==> src/prle_pkg.sv <==
// Shared types and constants of the pixel run-length encoder.
// Used by the front, command queue, back, top level and checker; no dependencies.
`default_nettype none

package prle_pkg;

	localparam int MAX_CHANNELS = 4;
	localparam int RUN_LIMIT    = 255;
	localparam int NUM_LANES    = 4;
	localparam int CH_W         = 3;
	localparam int BUDGET_W     = 24;
	localparam int SUM_W        = BUDGET_W + 2;
	localparam int CMDQ_DEPTH   = 4;
	localparam int CMDQ_AW      = $clog2(CMDQ_DEPTH);

	typedef enum logic [0:0] {
		REG_CHANNEL_COUNT = 1'b0,
		REG_OUTPUT_BUDGET = 1'b1
	} cfg_reg_t;

	typedef struct packed {
		logic [7:0] chan0;
		logic [7:0] chan1;
		logic [7:0] chan2;
		logic [7:0] chan3;
		logic       last_pixel;
	} pix_in_t;

	typedef struct packed {
		logic [7:0] out_byte;
		logic       is_error;
		logic       out_last;
	} res_out_t;

	typedef struct packed {
		logic                  err;
		logic                  tail;
		logic [7:0]            count;
		logic [8*NUM_LANES-1:0] pix;
		logic [CH_W-1:0]       nch;
	} cmd_t;

	typedef struct packed {
		logic [1:0] cnt;
		cmd_t       cmd0;
		cmd_t       cmd1;
	} cmd_wr_t;

endpackage

`default_nettype wire

==> src/pixel_run_length_encoder.sv <==
// Top level of the pixel run-length encoder.
// Instantiates prle_front, prle_cmd_queue and prle_back; depends on prle_pkg.
//
// Usage:
// Pixels enter through a queue-style port: an item is taken at a clock edge with push
// high and full low. Results leave the same way: while empty is low the oldest result
// sits on result, and it is taken at an edge with pop high.
// Configuration is written through cfg_valid, cfg_index and cfg_data; cfg_ready is
// always high. Register 0 is the channel count, register 1 the output budget.
// A pixel that closes a run has its command written into the command queue, and the
// back then loads the first result byte into the output register. A run goes out as
// channel_count plus one bytes, one byte per cycle while the receiver pops, so with
// every pixel different the throughput is set by the single output byte lane. Pixels
// that extend a run go in one per cycle while full is low. Reset clears the open run,
// the byte total and the error state, and loads defaults of three channels and a full budget.
// When the receiver stops popping, the output register holds its result, the back
// stops, the four-entry command queue fills and full rises once fewer than two of its
// entries are free, until results drain.
`default_nettype none

module pixel_run_length_encoder import prle_pkg::*; (
	input  wire logic                clk,
	input  wire logic                arst_n,
	input  wire logic                push,
	output logic                     full,
	input  wire pix_in_t             pixel,
	output logic                     empty,
	input  wire logic                pop,
	output res_out_t                 result,
	input  wire logic                cfg_valid,
	output logic                     cfg_ready,
	input  wire cfg_reg_t            cfg_index,
	input  wire logic [BUDGET_W-1:0] cfg_data
);

	logic    room2;
	logic    accept;
	cmd_wr_t wr;
	logic    head_valid;
	cmd_t    head;
	logic    head_pop;
	logic    out_valid;

	assign full   = !room2;
	assign accept = push && room2;
	assign empty  = !out_valid;

	prle_front u_front (
		.clk       (clk),
		.arst_n    (arst_n),
		.cfg_valid (cfg_valid),
		.cfg_ready (cfg_ready),
		.cfg_index (cfg_index),
		.cfg_data  (cfg_data),
		.accept    (accept),
		.pixel     (pixel),
		.wr        (wr)
	);

	prle_cmd_queue u_queue (
		.clk        (clk),
		.arst_n     (arst_n),
		.wr         (wr),
		.room2      (room2),
		.head_valid (head_valid),
		.head       (head),
		.head_pop   (head_pop)
	);

	prle_back u_back (
		.clk       (clk),
		.arst_n    (arst_n),
		.cmd_valid (head_valid),
		.cmd       (head),
		.cmd_pop   (head_pop),
		.out_valid (out_valid),
		.out_data  (result),
		.out_take  (pop && out_valid)
	);

endmodule

`default_nettype wire

==> src/prle_front.sv <==
// Front of the pixel run-length encoder: configuration registers, run tracking and budget check.
// Turns accepted pixels into run commands for the command queue; depends on prle_pkg.
`default_nettype none

module prle_front import prle_pkg::*; (
	input  wire logic            clk,
	input  wire logic            arst_n,
	input  wire logic            cfg_valid,
	output logic                 cfg_ready,
	input  wire cfg_reg_t        cfg_index,
	input  wire logic [BUDGET_W-1:0] cfg_data,
	input  wire logic            accept,
	input  wire pix_in_t         pixel,
	output cmd_wr_t              wr
);

	logic [CH_W-1:0]          cc_q;
	logic [BUDGET_W-1:0]      budget_q;
	logic [8*NUM_LANES-1:0]   run_pixel_q;
	logic [7:0]               run_len_q;
	logic [BUDGET_W-1:0]      bytes_q;
	logic                     failed_q;

	logic [CH_W-1:0]          ch;
	logic [8*NUM_LANES-1:0]   pix;
	logic [NUM_LANES-1:0]     lane_diff;
	logic                     diff;
	logic [SUM_W-1:0]         inc1;
	logic [SUM_W-1:0]         sum1;
	logic [SUM_W-1:0]         sum2;
	logic                     over1;
	logic                     over2;
	logic                     over_next;
	logic [SUM_W-1:0]         be_next;
	logic                     fresh;
	logic [7:0]               new_len;
	logic [8*NUM_LANES-1:0]   new_pix;
	cmd_t                     run_cmd;
	cmd_t                     err_cmd;
	cmd_t                     new_cmd;

	logic [8*NUM_LANES-1:0]   run_pixel_d;
	logic [7:0]               run_len_d;
	logic [BUDGET_W-1:0]      bytes_d;
	logic                     failed_d;

	assign cfg_ready = 1'b1;

	always_comb begin
		if (cc_q == '0) begin
			ch = CH_W'(1);
		end else if (cc_q > CH_W'(MAX_CHANNELS)) begin
			ch = CH_W'(MAX_CHANNELS);
		end else begin
			ch = cc_q;
		end
	end

	assign pix = {pixel.chan3, pixel.chan2, pixel.chan1, pixel.chan0};

	always_comb begin
		for (int i = 0; i < NUM_LANES; i++) begin
			lane_diff[i] = (i < int'(ch)) && (run_pixel_q[8*i +: 8] != pix[8*i +: 8]);
		end
	end

	assign diff    = (run_len_q != 8'd0) && (lane_diff != '0);
	assign inc1    = SUM_W'(ch) + SUM_W'(1);
	assign sum1    = SUM_W'(bytes_q) + inc1;
	assign sum2    = SUM_W'(bytes_q) + {inc1[SUM_W-2:0], 1'b0};
	assign over1   = sum1 > SUM_W'(budget_q);
	assign over2   = sum2 > SUM_W'(budget_q);
	assign over_next = diff ? over2 : over1;
	assign be_next   = diff ? sum2 : sum1;
	assign fresh     = diff || (run_len_q == 8'd0);
	assign new_len   = fresh ? 8'd1 : run_len_q + 8'd1;
	assign new_pix   = fresh ? pix : run_pixel_q;

	always_comb begin
		run_cmd.err   = 1'b0;
		run_cmd.tail  = 1'b0;
		run_cmd.count = run_len_q;
		run_cmd.pix   = run_pixel_q;
		run_cmd.nch   = ch;

		err_cmd.err   = 1'b1;
		err_cmd.tail  = 1'b1;
		err_cmd.count = 8'd0;
		err_cmd.pix   = '0;
		err_cmd.nch   = ch;

		if (over_next) begin
			new_cmd = err_cmd;
		end else begin
			new_cmd.err   = 1'b0;
			new_cmd.tail  = pixel.last_pixel;
			new_cmd.count = new_len;
			new_cmd.pix   = new_pix;
			new_cmd.nch   = ch;
		end
	end

	always_comb begin
		run_pixel_d = run_pixel_q;
		run_len_d   = run_len_q;
		bytes_d     = bytes_q;
		failed_d    = failed_q;
		wr.cnt      = 2'd0;
		wr.cmd0     = run_cmd;
		wr.cmd1     = new_cmd;
		if (accept) begin
			if (failed_q) begin
				if (pixel.last_pixel) begin
					run_pixel_d = '0;
					run_len_d   = 8'd0;
					bytes_d     = '0;
					failed_d    = 1'b0;
				end
			end else if (diff && over1) begin
				wr.cnt  = 2'd1;
				wr.cmd0 = err_cmd;
				run_len_d = 8'd0;
				if (pixel.last_pixel) begin
					run_pixel_d = '0;
					bytes_d     = '0;
				end else begin
					failed_d = 1'b1;
				end
			end else if (pixel.last_pixel) begin
				if (diff) begin
					wr.cnt = 2'd2;
				end else begin
					wr.cnt  = 2'd1;
					wr.cmd0 = new_cmd;
				end
				run_pixel_d = '0;
				run_len_d   = 8'd0;
				bytes_d     = '0;
				failed_d    = 1'b0;
			end else if (new_len >= 8'(RUN_LIMIT)) begin
				wr.cnt      = 2'd1;
				wr.cmd0     = new_cmd;
				run_pixel_d = new_pix;
				run_len_d   = 8'd0;
				if (over_next) begin
					failed_d = 1'b1;
				end else begin
					bytes_d = be_next[BUDGET_W-1:0];
				end
			end else begin
				if (diff) begin
					wr.cnt  = 2'd1;
					bytes_d = sum1[BUDGET_W-1:0];
				end
				run_pixel_d = new_pix;
				run_len_d   = new_len;
			end
		end
	end

	always_ff @(posedge clk or negedge arst_n) begin
		if (!arst_n) begin
			cc_q        <= CH_W'(3);
			budget_q    <= '1;
			run_pixel_q <= '0;
			run_len_q   <= 8'd0;
			bytes_q     <= '0;
			failed_q    <= 1'b0;
		end else begin
			if (cfg_valid) begin
				case (cfg_index)
					REG_CHANNEL_COUNT: cc_q     <= cfg_data[CH_W-1:0];
					REG_OUTPUT_BUDGET: budget_q <= cfg_data;
					default: ;
				endcase
			end
			run_pixel_q <= run_pixel_d;
			run_len_q   <= run_len_d;
			bytes_q     <= bytes_d;
			failed_q    <= failed_d;
		end
	end

endmodule

`default_nettype wire

==> src/prle_cmd_queue.sv <==
// Short command queue between the front and the back of the pixel run-length encoder.
// Takes up to two run commands per cycle and hands out one; depends on prle_pkg.
`default_nettype none

module prle_cmd_queue import prle_pkg::*; (
	input  wire logic    clk,
	input  wire logic    arst_n,
	input  wire cmd_wr_t wr,
	output logic         room2,
	output logic         head_valid,
	output cmd_t         head,
	input  wire logic    head_pop
);

	cmd_t               entries_q [CMDQ_DEPTH];
	logic [CMDQ_AW-1:0] head_q;
	logic [CMDQ_AW-1:0] tail_q;
	logic [CMDQ_AW:0]   count_q;
	logic [CMDQ_AW-1:0] tail_next;

	assign tail_next  = tail_q + CMDQ_AW'(1);
	assign room2      = count_q <= (CMDQ_AW+1)'(CMDQ_DEPTH - 2);
	assign head_valid = count_q != '0;
	assign head       = entries_q[head_q];

	always_ff @(posedge clk) begin
		if (wr.cnt != 2'd0) begin
			entries_q[tail_q] <= wr.cmd0;
		end
		if (wr.cnt == 2'd2) begin
			entries_q[tail_next] <= wr.cmd1;
		end
	end

	always_ff @(posedge clk or negedge arst_n) begin
		if (!arst_n) begin
			head_q  <= '0;
			tail_q  <= '0;
			count_q <= '0;
		end else begin
			tail_q  <= tail_q + CMDQ_AW'(wr.cnt);
			head_q  <= head_q + CMDQ_AW'(head_pop);
			count_q <= count_q + (CMDQ_AW+1)'(wr.cnt) - (CMDQ_AW+1)'(head_pop);
		end
	end

endmodule

`default_nettype wire

==> src/prle_back.sv <==
// Back of the pixel run-length encoder: serializes run commands into result bytes.
// Holds the output register seen on the result ports; depends on prle_pkg.
`default_nettype none

module prle_back import prle_pkg::*; (
	input  wire logic clk,
	input  wire logic arst_n,
	input  wire logic cmd_valid,
	input  wire cmd_t cmd,
	output logic      cmd_pop,
	output logic      out_valid,
	output res_out_t  out_data,
	input  wire logic out_take
);

	logic [CH_W-1:0] idx_q;
	logic            out_valid_q;
	res_out_t        out_q;
	logic            load;
	logic            done;
	res_out_t        next_res;

	assign load    = cmd_valid && (!out_valid_q || out_take);
	assign done    = cmd.err || (idx_q == cmd.nch);
	assign cmd_pop = load && done;

	always_comb begin
		next_res.is_error = cmd.err;
		next_res.out_last = cmd.err || (cmd.tail && (idx_q == cmd.nch));
		if (cmd.err) begin
			next_res.out_byte = 8'd0;
		end else if (idx_q == '0) begin
			next_res.out_byte = cmd.count;
		end else begin
			next_res.out_byte = cmd.pix[{idx_q[1:0] - 2'd1, 3'b000} +: 8];
		end
	end

	always_ff @(posedge clk) begin
		if (load) begin
			out_q <= next_res;
		end
	end

	always_ff @(posedge clk or negedge arst_n) begin
		if (!arst_n) begin
			idx_q       <= '0;
			out_valid_q <= 1'b0;
		end else begin
			if (load) begin
				out_valid_q <= 1'b1;
				idx_q       <= done ? '0 : idx_q + CH_W'(1);
			end else if (out_take) begin
				out_valid_q <= 1'b0;
			end
		end
	end

	assign out_valid = out_valid_q;
	assign out_data  = out_q;

endmodule

`default_nettype wire

==> config.mk <==
export PLATFORM = sky130hd
export DESIGN_NAME = pixel_run_length_encoder
export DESIGN_NICKNAME = d
export VERILOG_FILES = /design/src/prle_pkg.sv /design/src/pixel_run_length_encoder.sv /design/src/prle_front.sv /design/src/prle_cmd_queue.sv /design/src/prle_back.sv
export SDC_FILE = /design/constraint.sdc
export NUM_CORES = 1
export LEC_CHECK = 0
export BUFFER_PORTS_ARGS = -buffer_cell sky130_fd_sc_hd__buf_2
export CORE_UTILIZATION = 43
export CTS_CLUSTER_SIZE = 24
export DETAILED_ROUTE_END_ITERATION = 8
export GPL_TIMING_DRIVEN = 0
export SYNTH_ARGS = -nofsm -noshare
export SYNTH_HDL_FRONTEND = slang
export SYNTH_SLANG_ARGS = --single-unit
==> constraint.sdc <==
create_clock -name clk -period 7.2 [get_ports clk]
set_input_delay 1.08 -clock clk [delete_from_list [all_inputs] [get_ports clk]]
set_output_delay 1.08 -clock clk [all_outputs]
set_load 0.02 [all_outputs]
==> results.toml, run 1 <==
[clock_tree]
cts-root-buf = "clkbuf_16"
insertion_delay_ns = 0.54
cts_max_level = 2
numCtsBuffers = 35
path_clk_slew_ns = 0.05
cts_tree = "yes"
cts_buffer_depth = 3
clock-sinks = 293

[placement]
place_congestion = 0.8857
io_buffers = 74
pre_cts_ws_ns = -0.3131
place_area_um2 = 18230
hpwl_um = 33820

[sta]
holdWs_ns = 0.5000
rsz0062_at_grt = "false"
period_share_pct = 94.55
period_needed_ns = 6.808
worstMarginPinSlew_ns = 0.9173
hold_viol = 0
setup_ws_ns = 0.3924
relSlewSlack_pct = 38.28
slew_violations = 0
max_freq_ghz = 0.1469
finalClockSkew_ns = 0.02669
finalSetupViolCount = 0

[global_route]
use_met3_pct = 4.091
overflow = 0
grt_pass1_vias = 12340
grtUsageTotal_pct = 23.88
antenna_found_initial = 0
grt_max_degree = 53
grt_first_pass_wirelength_um = 73840
grt_use_met1_pct = 33.30
busiest_layer = "met2"
use_met2_pct = 37.46

[layout]
diodes = 0
final_area_um2 = 19320
syn_to_final_growth_pct = 14.08
layout-drive-gt1-share_pct = 24.42
final_util_pct = 49.87
nets = 1618

[critical_path]
crit_path_max_incr_delay_ns = 0.70
cp-end-kind = "flip-flop"
critical_path_class = "reg2reg"
cp_common_cell = "ha_1"
r2r_slack_ns = 0.39
cp_max_fo = 20
path_buf_inv = 4
cp_cell_sequence = "nor2b_2 > ha_1 > xor2_1 > ha_1 > a21oi_1 > o21ai_2 > nand3_2 > or3_1 > clkbuf_1 > nor2_1 > xor2_1 > ha_1 > nand3_1 > or3_1 > nor4_2 > mux2_2 > nand2_1 > a21oi_4 > buf_6 > nand4_2 > o21ai_4 > buf_16 > buf_12"
required_ns = 7.43
critical-path-top-delay-family = "simple AND/OR/NAND/NOR gates"
critPathLaunchType = "flip-flop"
slowest_stage = "dfrtp_1"
crit_arrival_ns = 7.04

[logic_synthesis]
synth_seq_cells = 293
synth.distinct_cells = 87
synthesis.yosys.warnings = 0
netlist_area_um2 = 16930
yosys_most_used_dff = "edfxtp_1"
avgSynthCellArea_um2 = 12.44
synth_edf_count = 190
synthArstFlopShare_pct = 35.15
ys_seq_area_share_pct = 49.11
syn_inst = 1361

[routing]
first_iter_violations = 1000
postRouteAntennaNets = 0
wl_per_cell_um = 23.32
wl_um = 47330
first_pass_iters = 5
via_count = 12170
via_per_inst = 5.999
remaining_drc_errors = 0

[die]
dieArea_um2 = 40180
die_y_um = 200.4
die_x_um = 200.4
rows = 72
start_util_pct = 43.71
num_io_pins = 76
coreArea_um2 = 38740

[power]
power_w = 0.006580
irDropWorstVdd_uv = 205.3
p_per_area_nw_per_um2 = 340.6
p_leak_nw = 7.913

[worst_hold_path]
hold_class = "reg2reg"

[outcome]
status = "completed"

[flow_run]
cap_violations = 0
==> logic make-up after synthesis <==
kind of cell | count (synthesis) | synth area share (%)
xor+xnor | 83 | 4.293
other cells | 2 | 0.04435
mux | 105 | 10.33
simple gates | 271 | 8.881
flops | 293 | 49.11
compound gates | 392 | 17.77
fa+ha+maj | 70 | 5.305
buf+inv | 145 | 4.271
==> what timing repair did <==
action | in CTS | in global routing
setup endpoints to repair | 36 | 36
hold buffers | 0 | 0
pin swaps | 0 | 0
setup buffers | 0 | 2
gates resized for setup | 4 | 3
==> cell usage in the layout, fill, tap and decap left out, types with 26 or more instances in the layout <==
cell and instances:
a21oi_1 53, buf_2 121, clkbuf_1 36, clkbuf_16 35, dfrtp_1 77, dfstp_2 26, edfxtp_1 190, ha_1 67
inv_1 46, mux2_2 28, mux4_2 53, nand2_1 79, nor2_1 29, o21ai_0 35, o21ai_1 30, o22ai_1 26
o2bb2ai_1 110, xnor2_1 35, xor2_1 48
==> area by class of cell <==
cell class | count | area [um^2]
clock inverters | 10 | 65.06
plain buffers | 97 | 545.5
multi-input cells | 924 | 7975
flip-flops and latches | 293 | 8315
repair buffers | 86 | 614.3
well taps | 518 | 648.1
inverters | 48 | 180.2
fillers | 3475 | 19420
clock buffers | 53 | 973.4
==> metrics by stage <==
step                      setup TNS [ns]  std cells
after floorplan                        0       1362
after global placement           -436.40       1954
after detailed placement          -7.860       1964
after CTS                              0       2027
after global routing                   0       2029
final                                  0       2029
==> Yosys cell counts, drive strengths merged, types with 14 or more instances <==
cell type | number | area [um^2]
a21o | 18 | 142.6
a21oi | 57 | 304.0
a22o | 20 | 175.2
a32o | 24 | 240.2
and2b | 21 | 182.7
and3 | 14 | 87.58
buf | 75 | 459.2
clkbuf | 22 | 83.83
dfrtp | 77 | 1927
dfstp | 26 | 683.2
edfxtp | 190 | 5705
ha | 67 | 838.3
inv | 47 | 176.4
mux2 | 28 | 315.3
mux2i | 24 | 240.2
mux4 | 53 | 1194
nand2 | 83 | 321.5
nand3 | 20 | 112.6
nand4 | 23 | 165.2
nor2 | 29 | 108.9
nor3 | 21 | 110.1
o21ai | 73 | 395.4
o22ai | 26 | 162.7
o2bb2ai | 110 | 963.4
xnor2 | 35 | 306.5
xor2 | 48 | 420.4
==> report_power, final <==
part	internal [W]	switching (W)	leakage, nW	total [W]
combinational	0.00103	0.00147	4.34	0.00250
sequential	0.00225	0.000192	3.07	0.00244
clock	0.000938	0.000700	0.501	0.00164
==> final timing paths <==
check                                    from                       end  cells past startpoint
max                           u_front.cc_q[2]  u_queue.entries_q[2][35]                     23
min                        u_queue.count_q[2]        u_queue.count_q[2]                      1
max reg2reg                   u_front.cc_q[2]  u_queue.entries_q[2][35]                     23
min reg2reg                u_queue.count_q[2]        u_queue.count_q[2]                      1
max in group asynchronous              arst_n           u_front.cc_q[0]                      2
min in group asynchronous              arst_n        u_front.bytes_q[7]                      1
==> metal layers <==
| metal | up-vias | wire length, um | share of wire (%) |
|---|---|---|---|
| li1 | 5563 | - | - |
| met1 | 6051 | 20810 | 44 |
| met2 | 461 | 21500 | 45 |
| met3 | 96 | 3379 | 7.1 |
| met4 | 0 | 1637 | 3.5 |
| met5 | - | 0 | 0 |
==> sequential cells by signal (all words and copies together) (netlist names), 8 cells and up <==
| signal | cells |
|---|---|
| u_queue.entries_q | 180 |
| u_back.out_data | 10 |
| u_front.run_pixel_q | 32 |
| u_front.budget_q | 24 |
| u_front.run_len_q | 8 |
| u_front.bytes_q | 24 |
Note: power is estimated with default switching activity, not from simulation.
==> inputs of run 2 (changes only) <==
--- a/config.mk
+++ b/config.mk
@@ -5,11 +5,14 @@
 export SDC_FILE = /design/constraint.sdc
 export NUM_CORES = 1
 export LEC_CHECK = 0
+export ABC_AREA = 1
 export BUFFER_PORTS_ARGS = -buffer_cell sky130_fd_sc_hd__buf_2
 export CORE_UTILIZATION = 43
 export CTS_CLUSTER_SIZE = 24
 export DETAILED_ROUTE_END_ITERATION = 8
 export GPL_TIMING_DRIVEN = 0
+export SLEW_MARGIN = 5
 export SYNTH_ARGS = -nofsm -noshare
 export SYNTH_HDL_FRONTEND = slang
+export SYNTH_HIERARCHICAL = 1
 export SYNTH_SLANG_ARGS = --single-unit
==> results.toml, run 2 <==
[routing]
postRouteAntennaNets = 0
wl_per_cell_um = 18.44
remaining_drc_errors = 0
wl_um = 71550
first_pass_iters = 6
first_iter_violations = 2227
via_per_inst = 5.335
via_count = 20700

[die]
coreArea_um2 = 48850
num_io_pins = 76
start_util_pct = 43.59
die_y_um = 224.5
dieArea_um2 = 50420
die_x_um = 224.5
rows = 81

[sta]
slew_violations = 0
finalClockSkew_ns = 0.03356
tns_ns = 0
period_share_pct = 94.70
max_freq_ghz = 0.1467
worstMarginPinSlew_ns = 1.032
hold_viol = 0
finalSetupViolCount = 0
relSlewSlack_pct = 30.50
setup_ws_ns = 0.3817
period_needed_ns = 6.818

[logic_synthesis]
avgSynthCellArea_um2 = 6.930
synth_seq_cells = 293
synthArstFlopShare_pct = 35.15
yosysTopAreaCellShare_pct = 26.79
synth_edf_count = 190
netlist_area_um2 = 21300
syn_inst = 3073
ys_seq_area_share_pct = 39.05
synth.distinct_cells = 47
yosys-top-cells-count = "1,117 x nand2_1, 440 x nand3_1, 371 x inv_1"
synthTopCellsByArea = "edfxtp_1 27%, nand2_1 20%, nand3_1 10%, dfrtp_1 9.0%, inv_1 6.5%"
yosys_most_used_dff = "edfxtp_1"
synth_top_area_cell = "edfxtp_1"
synthesis.yosys.warnings = 6
yosysMostFrequentCell = "nand2_1"

[clock_tree]
cts-root-buf = "clkbuf_16"
cts_tree = "yes"
clock-sinks = 293
cts_max_level = 2
numCtsBuffers = 36
cts_buffer_depth = 3
path_clk_slew_ns = 0.06
postCtsHoldBufs = 0
insertion_delay_ns = 0.58

[placement]
pre_cts_ws_ns = -0.2012
place_congestion = 0.9630
hpwl_um = 54220
io_buffers = 73

[layout]
mostFrequentLayoutCells = "1,113 x nand2_1, 440 x nand3_1, 371 x inv_1, 190 x edfxtp_1, 153 x nor2_1"
nets = 3323
reg.largest.list = "u_queue/entries_q (180), u_front/run_pixel_q (32)"
top_register = "u_queue/entries_q"
syn_to_final_growth_pct = 12.43
final_common_cell = "nand2_1"
diodes = 0
layout-drive-gt1-share_pct = 11.56
largest_reg_flops = 180

[worst_hold_path]
hold_class = "in2async"

[global_route]
grt_first_pass_wirelength_um = 109600
overflow = 0
grt_pass1_vias = 18980
antenna_found_initial = 0
grtUsageTotal_pct = 28.40
grt_max_degree = 63

[flow_run]
cap_violations = 0

[critical_path]
cp_max_fo = 25
slowest_stage = "dfstp_2"
crit_arrival_ns = 7.07
crit_path_max_incr_delay_ns = 0.53
cp-end-kind = "flip-flop"
critPathLaunchType = "flip-flop"
critical_path_class = "reg2reg"
timing.reg2reg.worst_path_depth = 31
required_ns = 7.45

[power]
p_leak_nw = 12.21
irDropWorstVdd_uv = 154.2
p_per_area_nw_per_um2 = 353.2

[outcome]
status = "completed"
## run 2: per-stage QoR
step	util [%]	hold WS, ns	total power [W]	instances	area [um^2]
after global routing	49.01	0.4785	0.009020	3881	23940
after CTS	48.94	0.4561	0.008423	3881	23910
after floorplan	-	0.4607	0.005156	3074	21300
after global placement	46.05	0.4781	0.006296	3811	22500
after detailed placement	46.32	0.4799	0.006411	3816	22630
final	49.01	0.4489	0.008457	3881	23940
## run 2: area by class of cell
type	count	area, um^2
Buffer	172	875.8
Clock buffer	44	952.2
Clock inverter	21	311.5
Fill cell	4985	24910
Inverter	391	1475
Multi-Input combinational cell	2218	10690
Sequential cell	293	8317
Tap cell	664	830.8
Timing Repair Buffer	78	486.7
## run 2: worst paths after layout
path | from | end | slack [ns]
worst max-delay path | u_front/cc_q[1] | u_queue/entries_q[2][41] | 0.38
worst min-delay path | arst_n | u_back/idx_q[1] | 0.45
worst max register to register | u_front/cc_q[1] | u_queue/entries_q[2][41] | 0.38
worst min register to register | u_front/cc_q[1] | u_front/cc_q[1] | 0.49
max in group asynchronous | arst_n | u_front/bytes_q[11] | 6.03
min in group clk | u_front/cc_q[1] | u_front/cc_q[1] | 0.49
## run 2: power breakdown
| part | leakage (nW) | switching [W] | internal, W | total, W |
|---|---|---|---|---|
| sequential | 3.05 | 0.000213 | 0.00234 | 0.00255 |
| combinational | 8.54 | 0.00271 | 0.00120 | 0.00391 |
| clock | 0.612 | 0.000763 | 0.00123 | 0.00199 |
| total | 12.2 | 0.00369 | 0.00477 | 0.00846 |
## run 2: logic make-up (layout without fill, tap and decap cells)
logic type                 Yosys count  after routing  share of synthesized area [%]
other                                2              3                        0.03527
DFF                                293            293                          39.05
AOI/OAI and AO/OA                  223            223                          5.464
and+or+nand+nor                   1852           1852                          37.31
adders and majority gates           70             70                          4.219
xor gates and xnor gates            70             70                          2.879
buffers and inverters              563            706                          11.04
## run 2: what timing repair did
action,in CTS,in global routing
setup buffers,0,0
gates cloned,0,0
gates resized for setup,3,7
setup endpoints to repair,91,212
pin swaps,0,0
## run 2: critical path, delay by kind of cell (launching register included)
kind            cells  cell delay [ns]
simple gates       15             2.53
buf+inv             9             1.58
fa+ha+maj           3             0.85
xor+xnor            2             0.55
flops               1             0.53
compound gates      2             0.48
## run 2: layer usage
| metal | part of all wire, % | routed length (um) | global-route usage, % |
|---|---|---|---|
| met4 | 3.2 | 2280 | 10.66 |
| met3 | 8.7 | 6233 | 4.363 |
| met2 | 45 | 32110 | 44.75 |
| met1 | 43 | 30920 | 39.29 |
| met5 | 0 | 0 | 0 |
